**src/rtl/core/mpe_pkg.sv**
```systemverilog
// Shared types and constants for the matrix multiply / power engine.
// Used by mpe_store, mpe_dp, mpe_seq and matrix_multiply_power_engine_top.
package mpe_pkg;

   localparam int DEF_MAX_DIM   = 8;
   localparam int DEF_FRAC_BITS = 16;

   localparam int ELEM_W      = 32;
   localparam int ACC_W       = 64;
   localparam int DIM_REG_W   = 4;
   localparam int EXP_W       = 8;
   localparam int CSR_INDEX_W = 3;
   localparam int CSR_DATA_W  = 8;

   typedef logic [CSR_INDEX_W-1:0] csr_index_type;

   localparam csr_index_type CSR_MODE      = 3'd0;
   localparam csr_index_type CSR_A_ROWS    = 3'd1;
   localparam csr_index_type CSR_INNER_DIM = 3'd2;
   localparam csr_index_type CSR_B_COLS    = 3'd3;
   localparam csr_index_type CSR_EXPONENT  = 3'd4;

   typedef logic [1:0] lsrc_type;

   localparam lsrc_type LSRC_A     = 2'd0;
   localparam lsrc_type LSRC_BANK  = 2'd1;
   localparam lsrc_type LSRC_IDENT = 2'd2;

   typedef logic [1:0] rsrc_type;

   localparam rsrc_type RSRC_B   = 2'd0;
   localparam rsrc_type RSRC_A   = 2'd1;
   localparam rsrc_type RSRC_ONE = 2'd2;

   typedef struct packed {
      logic     valid;
      logic     first;
      logic     last;
      logic     out_last;
      logic     ident_one;
      logic     to_out;
      logic     wbank;
      lsrc_type lsrc;
      rsrc_type rsrc;
   } issue_type;

endpackage

```
**src/rtl/core/mpe_dp.sv**
```systemverilog
// Shared multiply-accumulate pipeline: operand select, 32x32 multiply, saturating
// 64-bit accumulate, round and saturate, result register. Depends on mpe_pkg.
module mpe_dp #(
   parameter int MAX_DIM   = mpe_pkg::DEF_MAX_DIM,
   parameter int FRAC_BITS = mpe_pkg::DEF_FRAC_BITS
) (
   input  logic                                  clock,
   input  logic                                  reset,
   input  mpe_pkg::issue_type                    issue,
   input  logic [$clog2(MAX_DIM*MAX_DIM)-1:0]    waddr,
   input  logic [mpe_pkg::ELEM_W-1:0]            a_l_q,
   input  logic [mpe_pkg::ELEM_W-1:0]            a_r_q,
   input  logic [mpe_pkg::ELEM_W-1:0]            b_q,
   input  logic [mpe_pkg::ELEM_W:0]              bk_q,
   output logic                                  adv,
   output logic                                  busy,
   output logic                                  bk_we,
   output logic [$clog2(MAX_DIM*MAX_DIM):0]      bk_waddr,
   output logic [mpe_pkg::ELEM_W:0]              bk_wdata,
   output logic                                  rsp_valid,
   input  logic                                  rsp_stall,
   output logic signed [mpe_pkg::ELEM_W-1:0]     rsp_out_value,
   output logic                                  rsp_out_last,
   output logic                                  rsp_saturated
);

   localparam int ADDR_W = $clog2(MAX_DIM * MAX_DIM);
   localparam int EW     = mpe_pkg::ELEM_W;
   localparam int AW     = mpe_pkg::ACC_W;

   localparam logic signed [EW-1:0] ONE_Q   = EW'(1) << FRAC_BITS;
   localparam logic signed [AW-1:0] ACC_MAX = {1'b0, {(AW-1){1'b1}}};
   localparam logic signed [AW-1:0] ACC_MIN = {1'b1, {(AW-1){1'b0}}};
   localparam logic signed [AW:0]   Q_MAX   = 65'sd2147483647;
   localparam logic signed [AW:0]   Q_MIN   = -65'sd2147483648;

   mpe_pkg::issue_type p1_ff, p2_ff, p3_ff;
   logic [ADDR_W-1:0]  w1_ff, w2_ff, w3_ff;

   logic signed [EW-1:0] left_op, right_op;
   logic                 lsat;
   logic signed [AW-1:0] prod_in, prod_ff;
   logic                 lsat2_ff;

   logic signed [AW-1:0] acc_base, acc_in, acc_ff;
   logic signed [AW:0]   acc_sum;
   logic                 acc_ovf;
   logic                 fl_in, fl_ff;

   logic signed [AW:0]   acc_ext, q;
   logic signed [EW-1:0] res_value;
   logic                 res_sat;

   logic                 rsp_valid_in, rsp_valid_ff;
   logic signed [EW-1:0] rsp_value_ff;
   logic                 rsp_last_ff, rsp_sat_ff;

   assign adv  = !rsp_valid_ff || !rsp_stall;
   assign busy = p1_ff.valid || p2_ff.valid || p3_ff.valid;

   always_comb begin
      lsat = 1'b0;
      unique case (p1_ff.lsrc)
         mpe_pkg::LSRC_A:     left_op = a_l_q;
         mpe_pkg::LSRC_BANK: begin
            left_op = bk_q[EW-1:0];
            lsat    = bk_q[EW];
         end
         mpe_pkg::LSRC_IDENT: left_op = p1_ff.ident_one ? ONE_Q : '0;
         default:             left_op = '0;
      endcase
      unique case (p1_ff.rsrc)
         mpe_pkg::RSRC_B:   right_op = b_q;
         mpe_pkg::RSRC_A:   right_op = a_r_q;
         mpe_pkg::RSRC_ONE: right_op = ONE_Q;
         default:           right_op = '0;
      endcase
   end

   assign prod_in = left_op * right_op;

   always_comb begin
      acc_base = p2_ff.first ? '0 : acc_ff;
      acc_sum  = {acc_base[AW-1], acc_base} + {prod_ff[AW-1], prod_ff};
      acc_ovf  = acc_sum[AW] ^ acc_sum[AW-1];
      if (acc_ovf) begin
         acc_in = acc_sum[AW] ? ACC_MIN : ACC_MAX;
      end else begin
         acc_in = acc_sum[AW-1:0];
      end
      fl_in = (!p2_ff.first && fl_ff) || acc_ovf || lsat2_ff;
   end

   assign acc_ext = {acc_ff[AW-1], acc_ff};

   generate
      if (FRAC_BITS == 0) begin : g_round_none
         assign q = acc_ext;
      end else begin : g_round_half_up
         assign q = (acc_ext >>> FRAC_BITS) + $signed({{AW{1'b0}}, acc_ff[FRAC_BITS-1]});
      end
   endgenerate

   always_comb begin
      res_sat = fl_ff;
      priority if (q > Q_MAX) begin
         res_value = {1'b0, {(EW-1){1'b1}}};
         res_sat   = 1'b1;
      end else if (q < Q_MIN) begin
         res_value = {1'b1, {(EW-1){1'b0}}};
         res_sat   = 1'b1;
      end else begin
         res_value = q[EW-1:0];
      end
   end

   assign rsp_valid_in = p3_ff.valid && p3_ff.last && p3_ff.to_out;

   assign bk_we    = adv && p3_ff.valid && p3_ff.last && !p3_ff.to_out;
   assign bk_waddr = {p3_ff.wbank, w3_ff};
   assign bk_wdata = {res_sat, res_value};

   always_ff @(posedge clock) begin
      if (reset) begin
         p1_ff        <= '0;
         p2_ff        <= '0;
         p3_ff        <= '0;
         rsp_valid_ff <= 1'b0;
      end else if (adv) begin
         p1_ff        <= issue;
         p2_ff        <= p1_ff;
         p3_ff        <= p2_ff;
         rsp_valid_ff <= rsp_valid_in;
      end
   end

   always_ff @(posedge clock) begin
      if (adv) begin
         w1_ff    <= waddr;
         w2_ff    <= w1_ff;
         w3_ff    <= w2_ff;
         prod_ff  <= prod_in;
         lsat2_ff <= lsat;
         if (p2_ff.valid) begin
            acc_ff <= acc_in;
            fl_ff  <= fl_in;
         end
         if (rsp_valid_in) begin
            rsp_value_ff <= res_value;
            rsp_last_ff  <= p3_ff.out_last;
            rsp_sat_ff   <= res_sat;
         end
      end
   end

   assign rsp_valid     = rsp_valid_ff;
   assign rsp_out_value = rsp_value_ff;
   assign rsp_out_last  = rsp_last_ff;
   assign rsp_saturated = rsp_sat_ff;

`ifndef SYNTHESIS
   a_acc_chain: assert property (@(posedge clock) disable iff (reset)
      p2_ff.valid && !p2_ff.first |-> p3_ff.valid)
      else $error("accumulate term without its predecessor");

   a_elem_boundary: assert property (@(posedge clock) disable iff (reset)
      p1_ff.valid && p1_ff.first && p2_ff.valid |-> p2_ff.last)
      else $error("new element started before previous one closed");

   a_rsp_source: assert property (@(posedge clock) disable iff (reset)
      $rose(rsp_valid_ff) |-> $past(p3_ff.valid && p3_ff.last && p3_ff.to_out))
      else $error("result register loaded without finished element");
`endif

endmodule

```
**config.mk**
```make
export PLATFORM = sky130hd
export DESIGN_NAME = mpe_dp
export DESIGN_NICKNAME = d
export VERILOG_FILES = /design/src/rtl/core/mpe_pkg.sv /design/src/rtl/core/mpe_dp.sv
export SDC_FILE = /design/constraint.sdc
export NUM_CORES = 2
export LEC_CHECK = 0
export BUFFER_PORTS_ARGS = -buffer_cell sky130_fd_sc_hd__buf_2
export CORE_UTILIZATION = 65
export CTS_CLUSTER_DIAMETER = 60
export CTS_CLUSTER_SIZE = 28
export DETAILED_ROUTE_END_ITERATION = 6
export PLACE_DENSITY_LB_ADDON = 0.25
export SLEW_MARGIN = 20
export SYNTH_ARGS = -nofsm -noshare
export SYNTH_HDL_FRONTEND = slang
export SYNTH_SLANG_ARGS = --single-unit
export TNS_END_PERCENT = 1
```
**constraint.sdc**
```tcl
create_clock -name clock -period 11.1 [get_ports clock]
set_input_delay 1.665 -clock clock [delete_from_list [all_inputs] [get_ports clock]]
set_output_delay 1.665 -clock clock [all_outputs]
set_load 0.05 [all_outputs]
```
==> impl_metrics.csv <==
group,metric,value,unit
sta,worst_pin_slew,1110,ps
clocking,clock-root-buffer,"clkbuf_16",
setup_path,crit_path_end_kind,"register",
clocking,cts_hold_buf,0,
placement,io_buffers,226,
drt,wirelength,142000,µm
logic_synthesis,yosysWarnings,0,
run,maxCapViolations,0,
logic_synthesis,seq_area_frac_synth,0.123,
drt,drcViolationCount,40,
floorplan,dieArea,75300,µm²
sta,fmax,97.8,MHz
setup_path,worstPathRequired,11320,ps
sta,post-route-period-util,0.921,
run_status,violations,"design-rule violations",
drt,wl_per_cell,22.5,µm
run_status,status,"complete, but fails checks",
floorplan,start_util,0.659,
grt,antenna_found_initial,1,
grt,grt_use_total,0.388,
sta,timing.slew.headroom,0.258,
finish,area_growth,5.10,%
logic_synthesis,synth.avg_cell_area,9.15,µm²
logic_synthesis,yosys_register_bits,205,
sta,skew,23.1,ps
min_path,hold_class,"register to register",
placement,dp_hpwl,118000,µm
setup_path,critPathKind,"register to register",
sta,timing.final.hold_violations,0,
setup_path,start_kind,"register",
clocking,clk_pin_slew,100,ps
sta,setup_viol,0,
setup_path,cp_max_fo,25,
sta,rsz0062_at_grt,"no",
logic_synthesis,syn_nets,6752,
grt,grt_pass1_wl,217000,µm
logic_synthesis,syn_inst,5270,
setup_path,regToRegStartpoint,"p1_ff[0]",
grt,grt_remaining_overflow,0,
clocking,clockBufferDepth,3,
floorplan,pin_count,227,
floorplan,core-area,73200,µm²
clocking,cts_tree,"yes",
clocking,ctsResizeCount,0,
finish,final_common_cell,"fa_1",
clocking,cts_sinks,205,
clocking,cts_inserted_buffers,11,
floorplan,die_h,274,µm
drt,vias,37200,
setup_path,cp-startpoint,"p1_ff[0]",
grt,grt_start_max_net_pins,66,
logic_synthesis,synth-edff-count,182,
setup_path,crit_arrival,10440,ps
finish,drive_above_1_share,0.0862,
finish,nets,6814,
placement,place.gp.congestion,1.16,
clocking,clk_latency,490,ps
logic_synthesis,syn_area,48200,µm²
sta,tns,0,ps
logic_synthesis,synthArstFlopShare,0,
grt,grt_pass1_vias,38400,
drt,viasPerCell,5.92,
finish,layout_common_cells,"fa_1, inv_1, nor2_1",
logic_synthesis,synth_ff_type,"edfxtp_1",
sta,min_period,10220,ps
logic_synthesis,synthDistinctLibCells,84,
clocking,cts_max_level,1,
drt,first_pass_iters,7,
clocking,cts_setup_buffers,0,
floorplan,fp.dieW,274,µm
drt,drt_iter0_markers,3634,
drt,ant_nets,0,
min_path,min_from,"w2_ff[5]",
sta,slew_viol_final,0,
floorplan,rows,99,
==> layout make-up <==
class / count / area (µm²)
Antenna cell: 1 / 2.50
Clock buffer: 13 / 283
Clock inverter: 2 / 21.3
Fill cell: 5698 / 22500
Inverter: 1011 / 3800
Multi-Input combinational cell: 3762 / 37400
Sequential cell: 205 / 5930
Tap cell: 959 / 1200
Timing Repair Buffer: 341 / 2000
==> cells by family after synthesis <==
kind of cell | synth area share
compound gates | 0.0684
xor+xnor | 0.0305
fa+ha+maj | 0.515
buf+inv | 0.102
flops | 0.123
mux | 0.0136
simple gates | 0.148
==> Yosys cell counts, types with 4 or more instances <==
cell type | number | share of area
o211ai_1 | 7 | 0.0011
ha_1 | 250 | 0.065
or3_1 | 7 | 0.00091
nor2b_1 | 79 | 0.010
mux2i_1 | 64 | 0.013
nand3_1 | 47 | 0.0049
a211oi_1 | 10 | 0.0016
o21ai_1 | 4 | 0.00042
o21a_1 | 15 | 0.0023
a21o_1 | 65 | 0.010
a211o_1 | 5 | 0.00091
a31o_2 | 6 | 0.0011
o21bai_1 | 26 | 0.0040
and4_1 | 7 | 0.0013
a31oi_1 | 19 | 0.0025
buf_2 | 9 | 0.00093
o31ai_1 | 10 | 0.0016
nor3_1 | 26 | 0.0027
a21oi_1 | 207 | 0.021
nor2_1 | 660 | 0.051
inv_1 | 1009 | 0.079
a221oi_1 | 4 | 0.00073
edfxtp_1 | 182 | 0.11
and2_1 | 11 | 0.0014
xnor2_1 | 88 | 0.016
nand4_1 | 37 | 0.0048
or2_2 | 61 | 0.0079
nand2_1 | 643 | 0.050
dfxtp_1 | 23 | 0.0095
buf_1 | 10 | 0.00078
nand2b_1 | 19 | 0.0025
fa_1 | 1083 | 0.45
clkbuf_1 | 269 | 0.021
nor4_1 | 5 | 0.00065
xor2_1 | 80 | 0.015
o21ai_0 | 113 | 0.012
and3_1 | 32 | 0.0042
==> state kept, by name, indices dropped and copies added (netlist names) <==
name,cells
acc_ff,64
bk_waddr,1
fl_ff,1
lsat2_ff,1
p1_ff,11
p2_ff,6
p3_ff,4
prod_ff,64
rsp_out_last,1
rsp_out_value,32
rsp_saturated,1
rsp_valid,1
w1_ff,6
w2_ff,6
w3_ff,6
==> per-layer routing <==
metal  GRT usage  up-vias  wire, µm
met3       0.145      474     20700
met2       0.590     2360     61000
met1       0.499    18300     52500
met5      0.0148        -       172
li1            -    16100         -
met4       0.164        4      7520
==> path summary, 6_finish.rpt <==
| kind | end | slack [ps] | depth (start not counted) |
|---|---|---|---|
| min reg2reg | w3_ff[5] | 430 | 0 |
| min | w3_ff[5] | 430 | 0 |
| max | prod_ff[63] | 880 | 26 |
| max reg2reg | prod_ff[63] | 880 | 26 |
==> worst max-delay path: stages, from the launching register on <==
cell	delay (ps)
dfxtp_2	1020
buf_4	290
mux2i_1	270
or2_2	450
nor2_1	130
fa_1	550
inv_1	140
fa_1	430
inv_1	220
fa_1	490
fa_1	1160
inv_1	430
fa_1	590
inv_1	50
fa_1	520
inv_1	50
fa_1	480
inv_1	60
fa_1	450
ha_1	340
a21o_1	170
a211o_1	300
o31ai_1	450
o21ai_0	280
a221oi_1	320
o21bai_1	110
xnor2_1	130
==> stage by stage <==
stage	setup slack, ps	hold WS (ps)	util	std cells	instance area, µm²
after global routing	304	447	0.692	6293	50700
after floorplan	1570	400	-	5270	48200
final	876	429	0.692	6294	50700
after detailed placement	494	406	0.688	6277	50400
after global placement	549	401	0.688	6277	50400
after CTS	971	431	0.692	6292	50700
Power is not shown: default switching activity piles up to over one toggle a cycle in this logic, so the estimate is an artifact.
