**config.mk**
```make
export PLATFORM = sky130hd
export DESIGN_NAME = mpe_seq
export DESIGN_NICKNAME = d
export VERILOG_FILES = /design/src/rtl/core/mpe_pkg.sv /design/src/rtl/core/mpe_seq.sv
export SDC_FILE = /design/constraint.sdc
export NUM_CORES = 1
export LEC_CHECK = 0
export BUFFER_PORTS_ARGS = -buffer_cell sky130_fd_sc_hd__buf_2
export CAP_MARGIN = 10
export CORE_ASPECT_RATIO = 0.8
export CORE_UTILIZATION = 55
export DETAILED_ROUTE_END_ITERATION = 10
export PLACE_DENSITY = 0.77
export SYNTH_ARGS = -nofsm -noshare
export SYNTH_HDL_FRONTEND = slang
export SYNTH_SLANG_ARGS = --single-unit
```
**constraint.sdc**
```tcl
create_clock -name clock -period 6.4 [get_ports clock]
set_input_delay 0.64 -clock clock [delete_from_list [all_inputs] [get_ports clock]]
set_output_delay 0.64 -clock clock [all_outputs]
set_load 0.05 [all_outputs]
```
**src/rtl/core/mpe_pkg.sv**
```systemverilog
// Shared types and constants for the matrix multiply / power engine.
// Used by mpe_store, mpe_dp, mpe_seq and matrix_multiply_power_engine_top.
package mpe_pkg;

   localparam int DEF_MAX_DIM   = 8;
   localparam int DEF_FRAC_BITS = 16;

   localparam int ELEM_W      = 32;
   localparam int ACC_W       = 64;
   localparam int DIM_REG_W   = 4;
   localparam int EXP_W       = 8;
   localparam int CSR_INDEX_W = 3;
   localparam int CSR_DATA_W  = 8;

   typedef logic [CSR_INDEX_W-1:0] csr_index_type;

   localparam csr_index_type CSR_MODE      = 3'd0;
   localparam csr_index_type CSR_A_ROWS    = 3'd1;
   localparam csr_index_type CSR_INNER_DIM = 3'd2;
   localparam csr_index_type CSR_B_COLS    = 3'd3;
   localparam csr_index_type CSR_EXPONENT  = 3'd4;

   typedef logic [1:0] lsrc_type;

   localparam lsrc_type LSRC_A     = 2'd0;
   localparam lsrc_type LSRC_BANK  = 2'd1;
   localparam lsrc_type LSRC_IDENT = 2'd2;

   typedef logic [1:0] rsrc_type;

   localparam rsrc_type RSRC_B   = 2'd0;
   localparam rsrc_type RSRC_A   = 2'd1;
   localparam rsrc_type RSRC_ONE = 2'd2;

   typedef struct packed {
      logic     valid;
      logic     first;
      logic     last;
      logic     out_last;
      logic     ident_one;
      logic     to_out;
      logic     wbank;
      lsrc_type lsrc;
      rsrc_type rsrc;
   } issue_type;

endpackage

```
**src/rtl/core/mpe_seq.sv**
```systemverilog
// Sequencer: configuration registers, load counters, and the pass / row / column /
// inner-index counters that feed the shared MAC pipeline. Depends on mpe_pkg.
module mpe_seq #(
   parameter int MAX_DIM = mpe_pkg::DEF_MAX_DIM
) (
   input  logic                                  clock,
   input  logic                                  reset,
   input  logic                                  req_valid,
   output logic                                  req_stall,
   input  logic                                  req_matrix_select,
   input  logic                                  csr_we,
   input  mpe_pkg::csr_index_type                csr_index,
   input  logic [mpe_pkg::CSR_DATA_W-1:0]        csr_wdata,
   input  logic                                  adv,
   input  logic                                  busy,
   output logic                                  a_wr_en,
   output logic                                  b_wr_en,
   output logic [$clog2(MAX_DIM*MAX_DIM)-1:0]    ld_addr,
   output mpe_pkg::issue_type                    issue,
   output logic [$clog2(MAX_DIM*MAX_DIM)-1:0]    l_addr,
   output logic [$clog2(MAX_DIM*MAX_DIM)-1:0]    r_addr,
   output logic                                  rbank,
   output logic [$clog2(MAX_DIM*MAX_DIM)-1:0]    waddr
);

   localparam int CELLS  = MAX_DIM * MAX_DIM;
   localparam int ADDR_W = $clog2(CELLS);
   localparam int CNT_W  = $clog2(CELLS + 1);
   localparam int DIM_W  = $clog2(MAX_DIM + 1);
   localparam int IDX_W  = $clog2(MAX_DIM);
   localparam int RW     = mpe_pkg::DIM_REG_W;
   localparam int XW     = mpe_pkg::EXP_W;

   localparam logic [1:0] ST_IDLE  = 2'd0;
   localparam logic [1:0] ST_RUN   = 2'd1;
   localparam logic [1:0] ST_DRAIN = 2'd2;

   function automatic logic [DIM_W-1:0] dim_of(input logic [RW-1:0] r);
      logic [DIM_W-1:0] d;
      if (r == '0) begin
         d = DIM_W'(1);
      end else if (r > RW'(MAX_DIM)) begin
         d = DIM_W'(MAX_DIM);
      end else begin
         d = DIM_W'(r);
      end
      return d;
   endfunction

   logic [1:0]        state_ff, state_in;
   logic              mode_ff, mode_in;
   logic [RW-1:0]     a_rows_ff, a_rows_in, inner_dim_ff, inner_dim_in, b_cols_ff, b_cols_in;
   logic [XW-1:0]     exponent_ff, exponent_in;
   logic [CNT_W-1:0]  count_a_ff, count_a_in, count_b_ff, count_b_in;
   logic [XW-1:0]     pass_ff, pass_in;
   logic [IDX_W-1:0]  i_ff, i_in, j_ff, j_in, k_ff, k_in;
   logic [ADDR_W-1:0] elem_ff, elem_in, l_base_ff, l_base_in, l_addr_ff, l_addr_in;
   logic [ADDR_W-1:0] r_addr_ff, r_addr_in;

   logic [DIM_W-1:0]  n, m, p, rows, cols, inner;
   logic [CNT_W-1:0]  need_a, need_b, a_next, b_next;
   mpe_pkg::lsrc_type lsrc;
   mpe_pkg::rsrc_type rsrc;
   logic              to_out, stream, more_passes;
   logic              take, start, last_k, last_j, last_i;

   assign n = dim_of(a_rows_ff);
   assign m = dim_of(inner_dim_ff);
   assign p = dim_of(b_cols_ff);

   assign need_a = mode_ff ? CNT_W'(n) * CNT_W'(n) : CNT_W'(n) * CNT_W'(m);
   assign need_b = mode_ff ? '0 : CNT_W'(m) * CNT_W'(p);

   always_comb begin
      rows   = n;
      cols   = p;
      inner  = m;
      lsrc   = mpe_pkg::LSRC_A;
      rsrc   = mpe_pkg::RSRC_B;
      to_out = 1'b1;
      stream = 1'b0;
      if (mode_ff) begin
         cols = n;
         priority if (exponent_ff == '0) begin
            lsrc   = mpe_pkg::LSRC_IDENT;
            rsrc   = mpe_pkg::RSRC_ONE;
            inner  = DIM_W'(1);
            stream = 1'b1;
         end else if (exponent_ff == XW'(1)) begin
            rsrc   = mpe_pkg::RSRC_ONE;
            inner  = DIM_W'(1);
            stream = 1'b1;
         end else begin
            inner  = n;
            rsrc   = mpe_pkg::RSRC_A;
            lsrc   = (pass_ff == XW'(1)) ? mpe_pkg::LSRC_A : mpe_pkg::LSRC_BANK;
            to_out = (pass_ff == exponent_ff - XW'(1));
         end
      end
   end

   assign more_passes = mode_ff && (exponent_ff > XW'(1)) && !to_out;

   assign take    = req_valid && (state_ff == ST_IDLE);
   assign a_wr_en = take && !req_matrix_select && (count_a_ff < need_a);
   assign b_wr_en = take && req_matrix_select && !mode_ff && (count_b_ff < need_b);
   assign a_next  = count_a_ff + CNT_W'(a_wr_en);
   assign b_next  = count_b_ff + CNT_W'(b_wr_en);
   assign start   = take && (a_next >= need_a) && (b_next >= need_b);
   assign ld_addr = a_wr_en ? count_a_ff[ADDR_W-1:0] : count_b_ff[ADDR_W-1:0];

   assign last_k = (k_ff == IDX_W'(inner - DIM_W'(1)));
   assign last_j = (j_ff == IDX_W'(cols - DIM_W'(1)));
   assign last_i = (i_ff == IDX_W'(rows - DIM_W'(1)));

   always_comb begin
      issue.valid     = (state_ff == ST_RUN);
      issue.first     = (k_ff == '0);
      issue.last      = last_k;
      issue.out_last  = last_k && last_j && last_i;
      issue.ident_one = (i_ff == j_ff);
      issue.to_out    = to_out;
      issue.wbank     = ~pass_ff[0];
      issue.lsrc      = lsrc;
      issue.rsrc      = rsrc;
   end

   assign l_addr    = stream ? elem_ff : l_addr_ff;
   assign r_addr    = r_addr_ff;
   assign rbank     = pass_ff[0];
   assign waddr     = elem_ff;
   assign req_stall = (state_ff != ST_IDLE);

   always_comb begin
      state_in     = state_ff;
      mode_in      = mode_ff;
      a_rows_in    = a_rows_ff;
      inner_dim_in = inner_dim_ff;
      b_cols_in    = b_cols_ff;
      exponent_in  = exponent_ff;
      count_a_in   = a_next;
      count_b_in   = b_next;
      pass_in      = pass_ff;
      i_in         = i_ff;
      j_in         = j_ff;
      k_in         = k_ff;
      elem_in      = elem_ff;
      l_base_in    = l_base_ff;
      l_addr_in    = l_addr_ff;
      r_addr_in    = r_addr_ff;

      unique case (state_ff)
         ST_IDLE: begin
            if (start) begin
               count_a_in = '0;
               count_b_in = '0;
               pass_in    = XW'(1);
               state_in   = ST_RUN;
               i_in       = '0;
               j_in       = '0;
               k_in       = '0;
               elem_in    = '0;
               l_base_in  = '0;
               l_addr_in  = '0;
               r_addr_in  = '0;
            end
         end
         ST_RUN: begin
            if (adv) begin
               if (!last_k) begin
                  k_in      = k_ff + IDX_W'(1);
                  l_addr_in = l_addr_ff + ADDR_W'(1);
                  r_addr_in = r_addr_ff + ADDR_W'(cols);
               end else begin
                  k_in    = '0;
                  elem_in = elem_ff + ADDR_W'(1);
                  if (!last_j) begin
                     j_in      = j_ff + IDX_W'(1);
                     l_addr_in = l_base_ff;
                     r_addr_in = ADDR_W'(j_ff) + ADDR_W'(1);
                  end else begin
                     j_in      = '0;
                     r_addr_in = '0;
                     if (!last_i) begin
                        i_in      = i_ff + IDX_W'(1);
                        l_base_in = l_base_ff + ADDR_W'(inner);
                        l_addr_in = l_base_ff + ADDR_W'(inner);
                     end else begin
                        state_in = ST_DRAIN;
                     end
                  end
               end
            end
         end
         ST_DRAIN: begin
            if (!busy) begin
               if (more_passes) begin
                  pass_in   = pass_ff + XW'(1);
                  state_in  = ST_RUN;
                  i_in      = '0;
                  j_in      = '0;
                  k_in      = '0;
                  elem_in   = '0;
                  l_base_in = '0;
                  l_addr_in = '0;
                  r_addr_in = '0;
               end else begin
                  state_in = ST_IDLE;
               end
            end
         end
         default: state_in = ST_IDLE;
      endcase

      if (csr_we) begin
         unique case (csr_index)
            mpe_pkg::CSR_MODE:      mode_in      = csr_wdata[0];
            mpe_pkg::CSR_A_ROWS:    a_rows_in    = csr_wdata[RW-1:0];
            mpe_pkg::CSR_INNER_DIM: inner_dim_in = csr_wdata[RW-1:0];
            mpe_pkg::CSR_B_COLS:    b_cols_in    = csr_wdata[RW-1:0];
            mpe_pkg::CSR_EXPONENT:  exponent_in  = csr_wdata[XW-1:0];
            default: ;
         endcase
         if (csr_index == mpe_pkg::CSR_MODE || csr_index == mpe_pkg::CSR_A_ROWS ||
             csr_index == mpe_pkg::CSR_INNER_DIM || csr_index == mpe_pkg::CSR_B_COLS ||
             csr_index == mpe_pkg::CSR_EXPONENT) begin
            count_a_in = '0;
            count_b_in = '0;
         end
      end
   end

   always_ff @(posedge clock) begin
      if (reset) begin
         state_ff     <= ST_IDLE;
         mode_ff      <= 1'b0;
         a_rows_ff    <= RW'(1);
         inner_dim_ff <= RW'(1);
         b_cols_ff    <= RW'(1);
         exponent_ff  <= XW'(1);
         count_a_ff   <= '0;
         count_b_ff   <= '0;
         pass_ff      <= XW'(1);
         i_ff         <= '0;
         j_ff         <= '0;
         k_ff         <= '0;
         elem_ff      <= '0;
         l_base_ff    <= '0;
         l_addr_ff    <= '0;
         r_addr_ff    <= '0;
      end else begin
         state_ff     <= state_in;
         mode_ff      <= mode_in;
         a_rows_ff    <= a_rows_in;
         inner_dim_ff <= inner_dim_in;
         b_cols_ff    <= b_cols_in;
         exponent_ff  <= exponent_in;
         count_a_ff   <= count_a_in;
         count_b_ff   <= count_b_in;
         pass_ff      <= pass_in;
         i_ff         <= i_in;
         j_ff         <= j_in;
         k_ff         <= k_in;
         elem_ff      <= elem_in;
         l_base_ff    <= l_base_in;
         l_addr_ff    <= l_addr_in;
         r_addr_ff    <= r_addr_in;
      end
   end

`ifndef SYNTHESIS
   a_idle_drained: assert property (@(posedge clock) disable iff (reset)
      state_ff == ST_IDLE |-> !busy)
      else $error("idle with transactions still in the pipeline");

   a_count_bound: assert property (@(posedge clock) disable iff (reset)
      count_a_ff <= need_a && count_b_ff <= need_b)
      else $error("load count beyond matrix size");

   a_addr_range: assert property (@(posedge clock) disable iff (reset)
      state_ff == ST_RUN |-> ({1'b0, l_addr} < (ADDR_W+1)'(CELLS) &&
                              {1'b0, r_addr} < (ADDR_W+1)'(CELLS)))
      else $error("operand address out of range");
`endif

endmodule

```
==> metrics.md <==
| Metric | Value |
|---|---|
| Top-area cell type share of the netlist area | 0.238 |
| Maximum clock frequency | 0.157 GHz |
| Hold_sp | b_cols_ff[0]$_SDFFE_PP1P_ |
| Overall Global Routing Usage | 0.285 |
| Combinational Power Share | 0.239 |
| Flop pwr share | 0.375 |
| DRT Pass-1 Iters | 6 |
| Crit path required time | 6.69 ns |
| CP Depth | 28 |
| Post-synthesis mux area share | 0.0449 |
| Area Growth Syn to Fin | 20.2% |
| Async set-reset flop share out of synthesis | 0 |
| Cell family with the largest share of critical-path delay | adder cells |
| Final Cycle Share | 0.997 |
| Initial antenna violation count | 0 |
| Initial Util | 0.567 |
| Most common library cell in the layout ignoring fill and taps | dfxtp_1 |
| Launch point of the worst path | inner_dim_ff[2]$_SDFFE_PP0P_ |
| Internal power | 919 µW |
| Reg-to-reg startpoint | inner_dim_ff[2]$_SDFFE_PP0P_ |
| Synth Area in XOR/XNOR | 0.0680 |
| Worst Path Buf+Inv | 3 |
| Sequential area share after synthesis | 0.238 |
| Synth area leader | dfxtp_1 |
| Max Cap Violations | 0 |
| CTS Buf Count | 9 |
| WL final | 18500 µm |
| Final setup viols | 0 |
| Total number of vias | 6323 |
| Most frequent cells in the layout | 74 x dfxtp_1, 69 x nand2_1, 67 x nor2_1, 66 x ha_1, 56 x buf_2 |
| CTS tree | done |
| Post-DP HPWL | 13000 µm |
| Synth area leaders | dfxtp_1 24%, ha_1 14%, nand2_1 4.2%, nor2_1 4.2%, a21oi_1 3.9% |
| Critical-path maximum fanout | 7 |
| Fin Clk Skew | 0.00920 ns |
| # port buffers | 56 |
| Hold Buf Count CTS | 0 |
| Static leakage | 0.00352 µW |
| Final ANT Viol Nets | 0 |
| Largest net degree at the start of global routing | 50 |
| Syn Inst Count | 796 |
| Peak supply drop | 0.138 mV |
| Drc violations | 0 |
| Hold slack | 0.475 ns |
| Vias in the first global route | 5764 |
| Worst Path Arrival | 6.67 ns |
| Synth Warn # | 0 |
| Clock transition at path regs | 0.07 ns |
| ANT cells | 0 |
| Simple-gate share of the synthesized area | 0.248 |
| Final hold vios | 0 |
| Largest family of logic cells by synthesized area | simple AND/OR/NAND/NOR gates |
| Flop-to-flop setup slack | 0.02 ns |
| Row count | 35 |
| Worst-case reg-to-reg path depth | 28 |
| Max Slew Vio Count | 0 |
| Core box area | 0.0116 mm² |
| Synth Flop Type | dfxtp_1 |
| Compound-Gate Fraction of Synth Area | 0.169 |
| EDFF count, synth | 0 |
| Crit end category | flop |
| Grt met3 use | 0.0688 |
| Drt via density | 6.16 |
| Fillers | 881 |
| Startpoint types | flop |
| Post-placement setup slack | -0.134 ns |
| Post-Synth Adder-Cell Area | 0.176 |
| Clk network pwr share | 0.386 |
| Die Wd | 124 µm |
| Flip-flop and latch count after synthesis | 78 |
| Status | finished, final reports clean |
| CP Class | reg2reg |
| Clock sinks | 78 |
| Cell variety after synth | 79 |
| Die ar. | 0.0124 mm² |
| Root buf cell | clkbuf_16 |
| Longest Clk Path Bufs | 2 |
| Met1 Track Usage GR | 0.378 |
| RSZ-0062 raised after global routing | yes |
| IO Pins | 57 |
| DIE HEIGHT | 99.6 µm |
| CP peak stage delay | 0.54 ns |
| Initial DRC count | 517 |
| First-pass GRT wire length | 27700 µm |
| Final worst path period need | 6.38 ns |
| Syn Std Cell Area | 0.00656 mm² |
| Routed len/inst | 18.0 µm |
| H-tree depth | 3 |
| Gpl congestion | 0.855 |
| Final WS setup | 0.0222 ns |
| Hold path cells | 2 |
| Worst rel slew slack | 0.253 |
| Most Frequent Cell on Critical Path | inv_2 |
| Net Switching | 425 µW |
| Worst R2R End | count_b_ff[3]$_SDFF_PP0_ |
| M2 GR Usage | 0.461 |
| CP max stage cell | fa_1 |
| Slew of the pin with the lowest slew margin | 1.11 ns |
| Syn_area_per_cell | 8.23 µm² |
| Nets | 976 |
| Busiest grt layer | met2 |
| Clk Latency, worst-skew pair | 0.35 ns |
| Sw Ratio | 0.316 |
| Hold path endpoint | b_cols_ff[0]$_SDFFE_PP1P_ |
| P per Cell Area | 171 mW/mm² |
| Fraction of layout cells with a size suffix above 1 | 0.249 |
| Hold crit path type | reg2reg |
| GRT overflow | 0 |
[stage by stage]
stage	cell area, µm²	utilization	std cells	power (µW)	setup TNS [ns]
2_1_floorplan	6670	-	797	706	0
3_3_place_gp	7120	0.616	991	764	-0.0422
3_5_place_dp	7120	0.616	991	770	-1.68
4_1_cts	7520	0.650	1013	1290	-0.0833
5_1_grt	7880	0.681	1026	1390	-5.31
6_report	7880	0.681	1026	1340	0
[worst max-delay path by stage]
stage,to,slack [ns]
2_1_floorplan,count_a_ff[5]$_SDFF_PP0_,0.003
3_3_place_gp,count_b_ff[3]$_SDFF_PP0_,-0.04
3_5_place_dp,count_b_ff[3]$_SDFF_PP0_,-0.13
4_1_cts,count_b_ff[3]$_SDFF_PP0_,-0.05
5_1_grt,count_b_ff[3]$_SDFF_PP0_,-0.23
6_report,count_b_ff[3]$_SDFF_PP0_,0.02
[cell type report]
cell class | instances | area, µm² | share of cell area
multi-input combinational | 642 | 5040 | 0.640
sequential | 78 | 1570 | 0.199
timing repair buffer | 96 | 617 | 0.0783
clock buffer | 12 | 236 | 0.0300
tap | 148 | 185 | 0.0235
inverter | 46 | 181 | 0.0230
clock inverter | 4 | 47.5 | 0.00604
[cells in the mapped netlist, drive strengths merged (6+ instances only)]
library cell  count
o211ai            7
nor2             75
clkbuf           15
mux2i            17
or3              10
o21ai            41
nand2b           17
buf              18
inv              44
ha               74
nor3b             7
nor3             17
xor2             20
or2               7
a21oi            54
dfxtp            78
fa               11
a21o             12
and3             11
mux2             11
nor2b            24
nand4             8
nand2            73
nand3b            6
xnor2            30
a31oi             7
a22o              6
nand3            30
[repair_timing]
item / CTS / global route
setup buffers: 6 / 12
setup endpoints to repair: 41 / 57
pin swaps: 2 / 47
gates resized for setup: 13 / 61
hold endpoints to repair: 0 / 0
cloned: 0 / 2
[tightest hold or removal path: cells and delay by family, from the launching register on]
family,cells,cell delay (ns)
mux,1,0.07
flops,1,0.32
simple gates,1,0.06
[flip-flops by register name (all words and copies together), names as in the netlist]
name	flops
exponent_ff	8
pass_ff	8
count_a_ff	7
count_b_ff	7
l_addr_ff	6
l_base_ff	6
r_addr	6
waddr	6
a_rows_ff	4
b_cols_ff	4
inner_dim_ff	4
i_ff	3
j_ff	3
k_ff	3
state_ff	2
mode_ff	1
[metal layers]
metal	vias up	wire, µm
met4	0	329
met3	41	1270
met5	-	0
li1	2970	-
met1	3062	8240
met2	250	8660
[logic make-up (layout without fill, tap and decap cells)]
kind of cell,Yosys count,count (layout)
adders and majority gates,86,86
xor gates and xnor gates,50,50
buffers and inverters,79,158
AOI/OAI and AO/OA,167,168
DFF,78,78
other,1,2
and+or+nand+nor,307,308
muxes,28,28
[power by group through the flow]
stage / logic [µW] / clock network [µW] / registers, µW
after global routing: 344 / 537 / 505
after CTS: 274 / 517 / 503
after detailed placement: 256 / 0 / 514
final: 321 / 519 / 504
after floorplan: 198 / 0 / 508
after global placement: 251 / 0 / 514
(Power assumes the default switching activity.)
